===== src/rtl/ub2x_pkg.sv =====
// shared types, constants and tap table for the 2x upsample and blur block
// no dependencies; used by ub2x_ctrl, ub2x_dp and upsample_blur_2x
package ub2x_pkg;

    localparam int SRC_MAX_DIM_DEF = 256;
    localparam int PIXEL_BITS_DEF  = 32;

    localparam int POS_W   = 9;
    localparam int WORD_W  = 32;
    localparam int CFG_W   = 10;
    localparam int SRCD_W  = 9;
    localparam int DSTD_W  = 10;
    localparam int NUM_TAPS = 9;
    localparam int TAP_W   = 4;
    localparam int DIV_BITS_PER_CYC = 8;

    localparam logic [SRCD_W-1:0] SRC_W_RST = 9'd256;
    localparam logic [SRCD_W-1:0] SRC_H_RST = 9'd256;
    localparam logic [DSTD_W-1:0] DST_W_RST = 10'd512;
    localparam logic [DSTD_W-1:0] DST_H_RST = 10'd512;

    typedef enum logic [1:0] {
        CFG_SRC_WIDTH  = 2'd0,
        CFG_SRC_HEIGHT = 2'd1,
        CFG_DST_WIDTH  = 2'd2,
        CFG_DST_HEIGHT = 2'd3
    } t_cfg_idx;

    typedef enum logic {
        OP_WRITE = 1'b0,
        OP_READ  = 1'b1
    } t_op;

    typedef enum logic [1:0] {
        W_CENTER,
        W_ORTH,
        W_DIAG
    } t_weight;

    typedef struct packed {
        logic                     operation;
        logic [POS_W-1:0]         pos_x;
        logic [POS_W-1:0]         pos_y;
        logic signed [WORD_W-1:0] pixel_in;
    } t_in_word;

    typedef struct packed {
        logic signed [WORD_W-1:0] pixel_out;
        logic                     coord_error;
    } t_out_word;

    // neighbor offset flags: minus / plus on each axis
    typedef struct packed {
        logic xm;
        logic xp;
        logic ym;
        logic yp;
    } t_tap;

    typedef struct packed {
        logic             latch;
        logic             tap_en;
        logic [TAP_W-1:0] tap_idx;
        logic             div_init;
        logic             div_step;
        logic             out_load;
    } t_dp_cmd;

    typedef struct packed {
        logic read_ok;
        logic out_free;
    } t_dp_status;

    // center first, then the eight neighbors row by row
    function automatic t_tap tap_offset(input logic [TAP_W-1:0] idx);
        t_tap t;
        t = '0;
        case (idx)
            4'd1: begin t.xm = 1'b1; t.ym = 1'b1; end
            4'd2: begin t.ym = 1'b1; end
            4'd3: begin t.xp = 1'b1; t.ym = 1'b1; end
            4'd4: begin t.xm = 1'b1; end
            4'd5: begin t.xp = 1'b1; end
            4'd6: begin t.xm = 1'b1; t.yp = 1'b1; end
            4'd7: begin t.yp = 1'b1; end
            4'd8: begin t.xp = 1'b1; t.yp = 1'b1; end
            default: t = '0;
        endcase
        return t;
    endfunction

    function automatic t_weight tap_weight(input t_tap t);
        logic mx;
        logic my;
        mx = t.xm | t.xp;
        my = t.ym | t.yp;
        if (mx && my) begin
            return W_DIAG;
        end else if (mx || my) begin
            return W_ORTH;
        end
        return W_CENTER;
    endfunction

endpackage


===== src/rtl/ub2x_ctrl.sv =====
// sequencer for the 2x upsample and blur block: accept, tap reads, divide, result
// depends on ub2x_pkg
module ub2x_ctrl #(
    parameter int DIV_ITERS = 5
) (
    input  logic                i_clk,
    input  logic                i_rst_n,
    input  logic                i_in_valid,
    output logic                o_in_ready,
    input  ub2x_pkg::t_dp_status i_status,
    output ub2x_pkg::t_dp_cmd    o_cmd
);
    import ub2x_pkg::*;

    localparam int CNT_W = $clog2(DIV_ITERS + 1);
    localparam logic [CNT_W-1:0] DIV_LAST = CNT_W'(DIV_ITERS - 1);
    localparam logic [TAP_W-1:0] TAP_LAST = TAP_W'(NUM_TAPS - 1);

    typedef enum logic [2:0] {
        S_IDLE,
        S_TAP,
        S_ACC,
        S_INIT,
        S_DIV,
        S_DONE
    } t_state;

    t_state           r_state, n_state;
    logic [TAP_W-1:0] r_tap, n_tap;
    logic [CNT_W-1:0] r_cnt, n_cnt;

    always_comb begin
        n_state = r_state;
        n_tap   = r_tap;
        n_cnt   = r_cnt;
        o_cmd   = '0;
        o_cmd.tap_idx = r_tap;
        o_in_ready = 1'b0;
        case (r_state)
            S_IDLE: begin
                o_in_ready = 1'b1;
                if (i_in_valid) begin
                    o_cmd.latch = 1'b1;
                    n_tap = '0;
                    n_state = i_status.read_ok ? S_TAP : S_DONE;
                end
            end
            S_TAP: begin
                o_cmd.tap_en = 1'b1;
                n_tap = r_tap + 1'b1;
                if (r_tap == TAP_LAST) begin
                    n_state = S_ACC;
                end
            end
            // last tap lands in the accumulator
            S_ACC: begin
                n_state = S_INIT;
            end
            S_INIT: begin
                o_cmd.div_init = 1'b1;
                n_cnt = '0;
                n_state = S_DIV;
            end
            S_DIV: begin
                o_cmd.div_step = 1'b1;
                n_cnt = r_cnt + 1'b1;
                if (r_cnt == DIV_LAST) begin
                    n_state = S_DONE;
                end
            end
            S_DONE: begin
                if (i_status.out_free) begin
                    o_cmd.out_load = 1'b1;
                    n_state = S_IDLE;
                end
            end
            default: begin
                n_state = S_IDLE;
            end
        endcase
    end

    always_ff @(posedge i_clk) begin
        if (!i_rst_n) begin
            r_state <= S_IDLE;
            r_tap   <= '0;
            r_cnt   <= '0;
        end else begin
            r_state <= n_state;
            r_tap   <= n_tap;
            r_cnt   <= n_cnt;
        end
    end

endmodule


===== config.mk =====
export PLATFORM = sky130hd
export DESIGN_NAME = ub2x_ctrl
export DESIGN_NICKNAME = d
export VERILOG_FILES = /design/src/rtl/ub2x_pkg.sv /design/src/rtl/ub2x_ctrl.sv
export SDC_FILE = /design/constraint.sdc
export NUM_CORES = 1
export LEC_CHECK = 0
export BUFFER_PORTS_ARGS = -buffer_cell sky130_fd_sc_hd__buf_4
export CAP_MARGIN = 30
export CORE_MARGIN = 5
export CORE_UTILIZATION = 35
export CTS_CLUSTER_SIZE = 14
export DETAILED_ROUTE_END_ITERATION = 16
export PLACE_DENSITY = 0.69
export SYNTH_ARGS = -nofsm -noshare
export SYNTH_HDL_FRONTEND = slang
export SYNTH_SLANG_ARGS = --single-unit

===== constraint.sdc =====
create_clock -name i_clk -period 4.4 [get_ports i_clk]
set_input_delay 0.88 -clock i_clk [delete_from_list [all_inputs] [get_ports i_clk]]
set_output_delay 0.88 -clock i_clk [all_outputs]
set_load 0.005 [all_outputs]

==> run_results.csv, run 1 <==
group,metric,value,unit
floorplan,die_y,51.17,microns
yosys,synthArstFlopShare,0,%
power,leakagePower,0.3223,nW
finish,n_antenna_cell,0,
route,drtAntennaViolNets,0,
timing,rsz0062_at_grt,"false",
timing,whs,0.4978,ns
clocking,hold_buffers,0,
placement,postPlaceCellArea,693.2,sq um
setup_path,r2r_start,"r_state[0]",
floorplan,die_x,51.17,microns
run,cap_violations,0,
yosys,syn_nets,79,
clocking,clock_sinks,10,
finish,utilization,45.91,%
yosys,syn_area_per_cell,8.472,sq um
placement,place_congestion,0.7379,
setup_path,startpoint_type,"flop",
yosys,ys.flop_type,"dfxtp_1",
yosys,synth_edf_count,0,
timing,finalCritPeriodShare,52.64,%
timing,drv_slew,0,
timing,setup_viol,0,
floorplan,die_area,2618,sq um
setup_path,cp.arrival,1.44,ns
setup_path,r2r_cells,5,
timing,hold_viol,0,
floorplan,rows,14,
setup_path,crit_path_start,"r_state[0]",
timing,worstMarginPinSlew,0.3515,ns
finish,final_common_cell,"buf_4",
placement,place_hpwl,863.2,microns
route,vias,487,
timing,fin_crit,2.316,ns
setup_path,r2r-end,"r_tap[3]",
placement,dp_slack,2.220,ns
clocking,cts_resized,0,
setup_path,r2r_slack,2.74,ns
grt,antenna_found_initial,0,
grt,grt_max_degree,13,
setup_path,worstPathMaxFanout,11,
placement,port_buffers,14,
clocking,cts_buffers,3,
timing,fin_ws,2.084,ns
yosys,netlist_instances,70,
yosys,synth.distinct_cells,30,
setup_path,critPathCapture,"o_cmd[7]",
yosys,synth-seq-cells,10,
timing,fin_tns_setup,0,ns
yosys,synthesis.area,593.1,sq um
clocking,cts_tree,"done",
outcome,status,"complete, no violations",
clocking,postCtsSetupRepairBufs,0,
yosys,yosys_warnings,0,
clocking,cts_root_buf,"clkbuf_4",
clocking,cts.clk_slew.worst_paths,0.06,ns
route,routed_via_density,4.919,
power,power_density,543.8,nW/um^2
grt,grt_pass1_vias,420,
route,first_pass_iters,3,
floorplan,core_area,1559,sq um
setup_path,cp-end-kind,"primary output",
finish,drive_gt1_share,25.30,%
grt,grt_pass1_wl,1821,microns
timing,finalClockSkew,0.0002794,ns
finish,fin_nets,94,
floorplan,pin_count,15,
finish,final_cell_mix,"buf_4, nand2_1, dfxtp_1",
worst_hold_path,worstHoldPathType,"reg2reg",
route,drt_iter0_markers,7,
setup_path,cp.required,3.52,ns
clocking,clk_latency,0.25,ns
grt,track_usage,9.455,%
yosys,ys_seq_area_share,33.76,%
route,wl_per_cell,11.49,microns
timing,maxSlewHeadroom,76.47,%
setup_path,critPathKind,"reg2out",
clocking,htree_levels,1,
finish,syn_to_final_growth,20.67,%
route,drc_errors,0,
power,ir_drop,0.2557,mV
finish,final_area,715.7,sq um
clocking,cts_max_path_buffers,2,
floorplan,start_util,38.04,%
route,drt_wl_total,1138,microns
timing,fmax,431.8,MHz
grt,overflow,0,
routing by layer:
layer	track usage, %	up-vias	routed length, microns	part of all wire, %
li1	-	261	-	-
met1	13.01	209	568	50
met2	12.02	15	454	40
met3	2.326	2	86	7.6
met4	8.072	0	27	2.4
met5	0	-	0	0
logic make-up after synthesis:
group | Yosys count | share of synthesized area (%)
compound gates | 9 | 10.97
flops | 10 | 33.75
mux | 2 | 3.376
simple gates | 31 | 30.17
xor+xnor | 3 | 4.431
buf+inv | 11 | 8.859
fa+ha+maj | 4 | 8.439
per-stage QoR:
step | total power [mW] | instances
after floorplan | 0.2732 | 70
after global placement | 0.3270 | 96
after detailed placement | 0.3326 | 96
after CTS | 0.3941 | 99
after global routing | 0.4225 | 99
final | 0.3892 | 99
cell usage after synthesis (2+ instances only):
cell type | count | share of area [%]
a21boi_0 | 3 | 3.8
a22oi_1 | 2 | 2.5
and3_1 | 2 | 2.1
buf_2 | 2 | 1.7
dfxtp_1 | 10 | 34
ha_1 | 4 | 8.4
inv_1 | 6 | 3.8
mux2i_1 | 2 | 3.4
nand2_1 | 11 | 7.0
nand3_1 | 2 | 1.7
nand3b_1 | 2 | 2.5
nor2_1 | 2 | 1.3
nor2b_1 | 2 | 2.1
nor3_1 | 3 | 2.5
xnor2_1 | 2 | 3.0
where the power goes:
group	internal, mW	switching [mW]
Combinational	0.0945	0.0838
Clock	0.0315	0.0283
Sequential	0.111	0.0399
flip-flops by register name, summed over array words and instances (netlist names):
register	flops
r_cnt	3
r_tap	4
r_state	3
how the worst min path moves through the flow:
stage               startpoint       end  slack [ns]  cells past startpoint
global placement      r_cnt[0]  r_cnt[0]        0.47                      2
CTS                   r_cnt[0]  r_cnt[0]        0.50                      2
finish                r_cnt[0]  r_cnt[0]        0.50                      2
detailed placement    r_cnt[0]  r_cnt[0]        0.49                      2
global route          r_cnt[0]  r_cnt[0]        0.53                      2
floorplan             r_cnt[0]  r_cnt[0]        0.46                      2
layout make-up:
type	instances	area (sq um)
fillers	159	843.3
repair buffers	14	105.1
clock buffers	3	22.52
flip-flops and latches	10	200.2
multi-input cells	49	340.3
inverters	7	27.53
well taps	16	20.02
critical path, stage by stage, from the launching register on:
cell and delay, ns:
dfxtp_1 0.53, or3b_4 0.44, clkinv_2 0.10, buf_4 0.11
(Power assumes the default switching activity.)
==> run 2: changes to the inputs <==
==> constraint.sdc (replaced) <==
create_clock -name i_clk -period 2.2 [get_ports i_clk]
set_input_delay 0.44 -clock i_clk [delete_from_list [all_inputs] [get_ports i_clk]]
set_output_delay 0.44 -clock i_clk [all_outputs]
set_load 0.005 [all_outputs]
==> run_results.csv, run 2 (same netlist as run 1, synthesis figures left out) <==
group,metric,value,unit
setup_path,critPathBufInv,2,
outcome,status,"complete, no violations",
power,ir_drop,0.5686,mV
floorplan,die_x,51.17,microns
floorplan,die_y,51.17,microns
power,p_seq_share,36.6,%
clocking,cts_resized,0,
setup_path,cp.arrival,1.43,ns
setup_path,cp_cell_sequence,"or3b_4 > clkinv_2 > buf_4",
clocking,clk_latency,0.26,ns
setup_path,cp.required,1.76,ns
finish,seq_area,200.2,sq um
power,p_sw,0.3072,mW
setup_path,slowest_delay,0.52,ns
setup_path,critPathKind,"reg2out",
route,drt_wl_total,1105,microns
placement,port_buffers,14,
clocking,postCtsSetupRepairBufs,0,
placement,place_congestion,0.7349,
timing,finalCritPeriodShare,84.97,%
timing,maxSlewHeadroom,73.81,%
timing,finalClockSkew,0.001234,ns
finish,largest_register_ffs,4,
setup_path,cp-end-kind,"primary output",
power,comb_power_share,43.6,%
clocking,cts_root_buf,"clkbuf_4",
clocking,cts_tree,"done",
finish,utilization,46.79,%
finish,fin_nets,94,
placement,place_hpwl,835.1,microns
grt,grt_pass1_wl,1918,microns
route,drc_errors,0,
worst_hold_path,hold_depth,2,
clocking,htree_levels,1,
worst_hold_path,worstHoldPathType,"in2reg",
grt,overflow,0,
grt,track_usage,9.576,%
floorplan,pin_count,15,
clocking,cts.clk_slew.worst_paths,0.07,ns
power,power_density,1120,nW/um^2
power,p_clk_share,19.9,%
route,first_pass_iters,4,
worst_hold_path,min_to,"r_tap[3]",
floorplan,start_util,38.04,%
clocking,cts_buffers,3,
finish,fillers,147,
timing,hold_viol,0,
timing,drv_slew,0,
finish,drive_gt1_share,26.19,%
setup_path,startpoint_type,"flop",
worst_hold_path,min_from,"i_rst_n",
setup_path,cpLargestDelayFamily,"flip-flops",
clocking,hold_buffers,0,
timing,fin_tns_setup,0,ns
route,vias,507,
clocking,cts_max_path_buffers,2,
timing,fin_crit,1.869,ns
route,wl_per_cell,11.05,microns
finish,syn_to_final_growth,23.00,%
timing,rsz0062_at_grt,"false",
timing,worstMarginPinSlew,0.3912,ns
run,cap_violations,0,
finish,n_antenna_cell,0,
timing,fmax,534.9,MHz
setup_path,r2r-end,"r_tap[3]",
setup_path,r2r_slack,0.57,ns
route,drt_iter0_markers,9,
power,leakagePower,0.3295,nW
floorplan,rows,14,
placement,postPlaceCellArea,693.2,sq um
floorplan,die_area,2618,sq um
power,sw_frac_of_total,37.60,%
finish,final_common_cell,"buf_4",
finish,multi_input_area,340.3,sq um
finish,largest_register,"r_tap",
setup_path,r2r_start,"r_state[0]",
grt,antenna_found_initial,0,
power,p_int,0.5099,mW
clocking,clock_sinks,10,
grt,grt_max_degree,13,
floorplan,core_area,1559,sq um
grt,grt_pass1_vias,452,
route,routed_via_density,5.070,
setup_path,worstPathMaxFanout,11,
finish,final_cell_mix,"buf_4, nand2_1, dfxtp_1",
timing,whs,0.4759,ns
finish,final_area,729.5,sq um
setup_path,r2r_cells,5,
setup_path,crit_slowest_cell,"dfxtp_1",
finish,top_regs,"r_tap x4, r_cnt x3, r_state x3",
timing,setup_viol,0,
route,drtAntennaViolNets,0,
## run 2: cell count changes in the layout (fill, tap and decap cells not counted), sizes merged
cell,change
clkbuf,+1
## run 2: area by class of cell
class	instances	area share [%]
Multi-Input combinational cell	49	46.66
Clock buffer	4	4.974
Timing Repair Buffer	14	14.41
Inverter	7	3.774
Tap cell	16	2.744
Sequential cell	10	27.44
## run 2: metrics by stage
stage	cells	total power, mW	setup WS (ns)
after floorplan	70	0.5464	0.7324
after CTS	100	0.8270	0.3252
after global routing	100	0.8970	0.2398
final	100	0.8172	0.3306
after detailed placement	96	0.6605	0.5670
after global placement	96	0.6569	0.6032
## run 2: worst max-delay path by stage
stage                           from        to  cells past startpoint
after floorplan           r_state[1]  r_tap[3]                      6
final                     r_state[0]  o_cmd[7]                      3
after detailed placement  r_state[0]  r_tap[3]                      5
after global placement    r_state[0]  r_tap[3]                      5
after CTS                 r_state[0]  o_cmd[7]                      3
after global routing      r_state[2]  o_cmd[1]                      2
## run 2: metal layers
layer / global-route usage [%] / wire length, microns / up-vias
li1: - / - / 265
met3: 2.616 / 94 / 2
met2: 13.30 / 424 / 18
met5: 0 / 0 / -
met4: 6.726 / 22 / 0
met1: 12.65 / 564 / 222
## run 2: power groups by stage
stage                     logic (mW)  registers [mW]  clock network, mW
after floorplan                0.298           0.248                  0
after global placement         0.355           0.302                  0
after detailed placement       0.358           0.303                  0
after CTS                      0.359           0.298              0.170
after global routing           0.407           0.311              0.179
final                          0.356           0.299              0.162
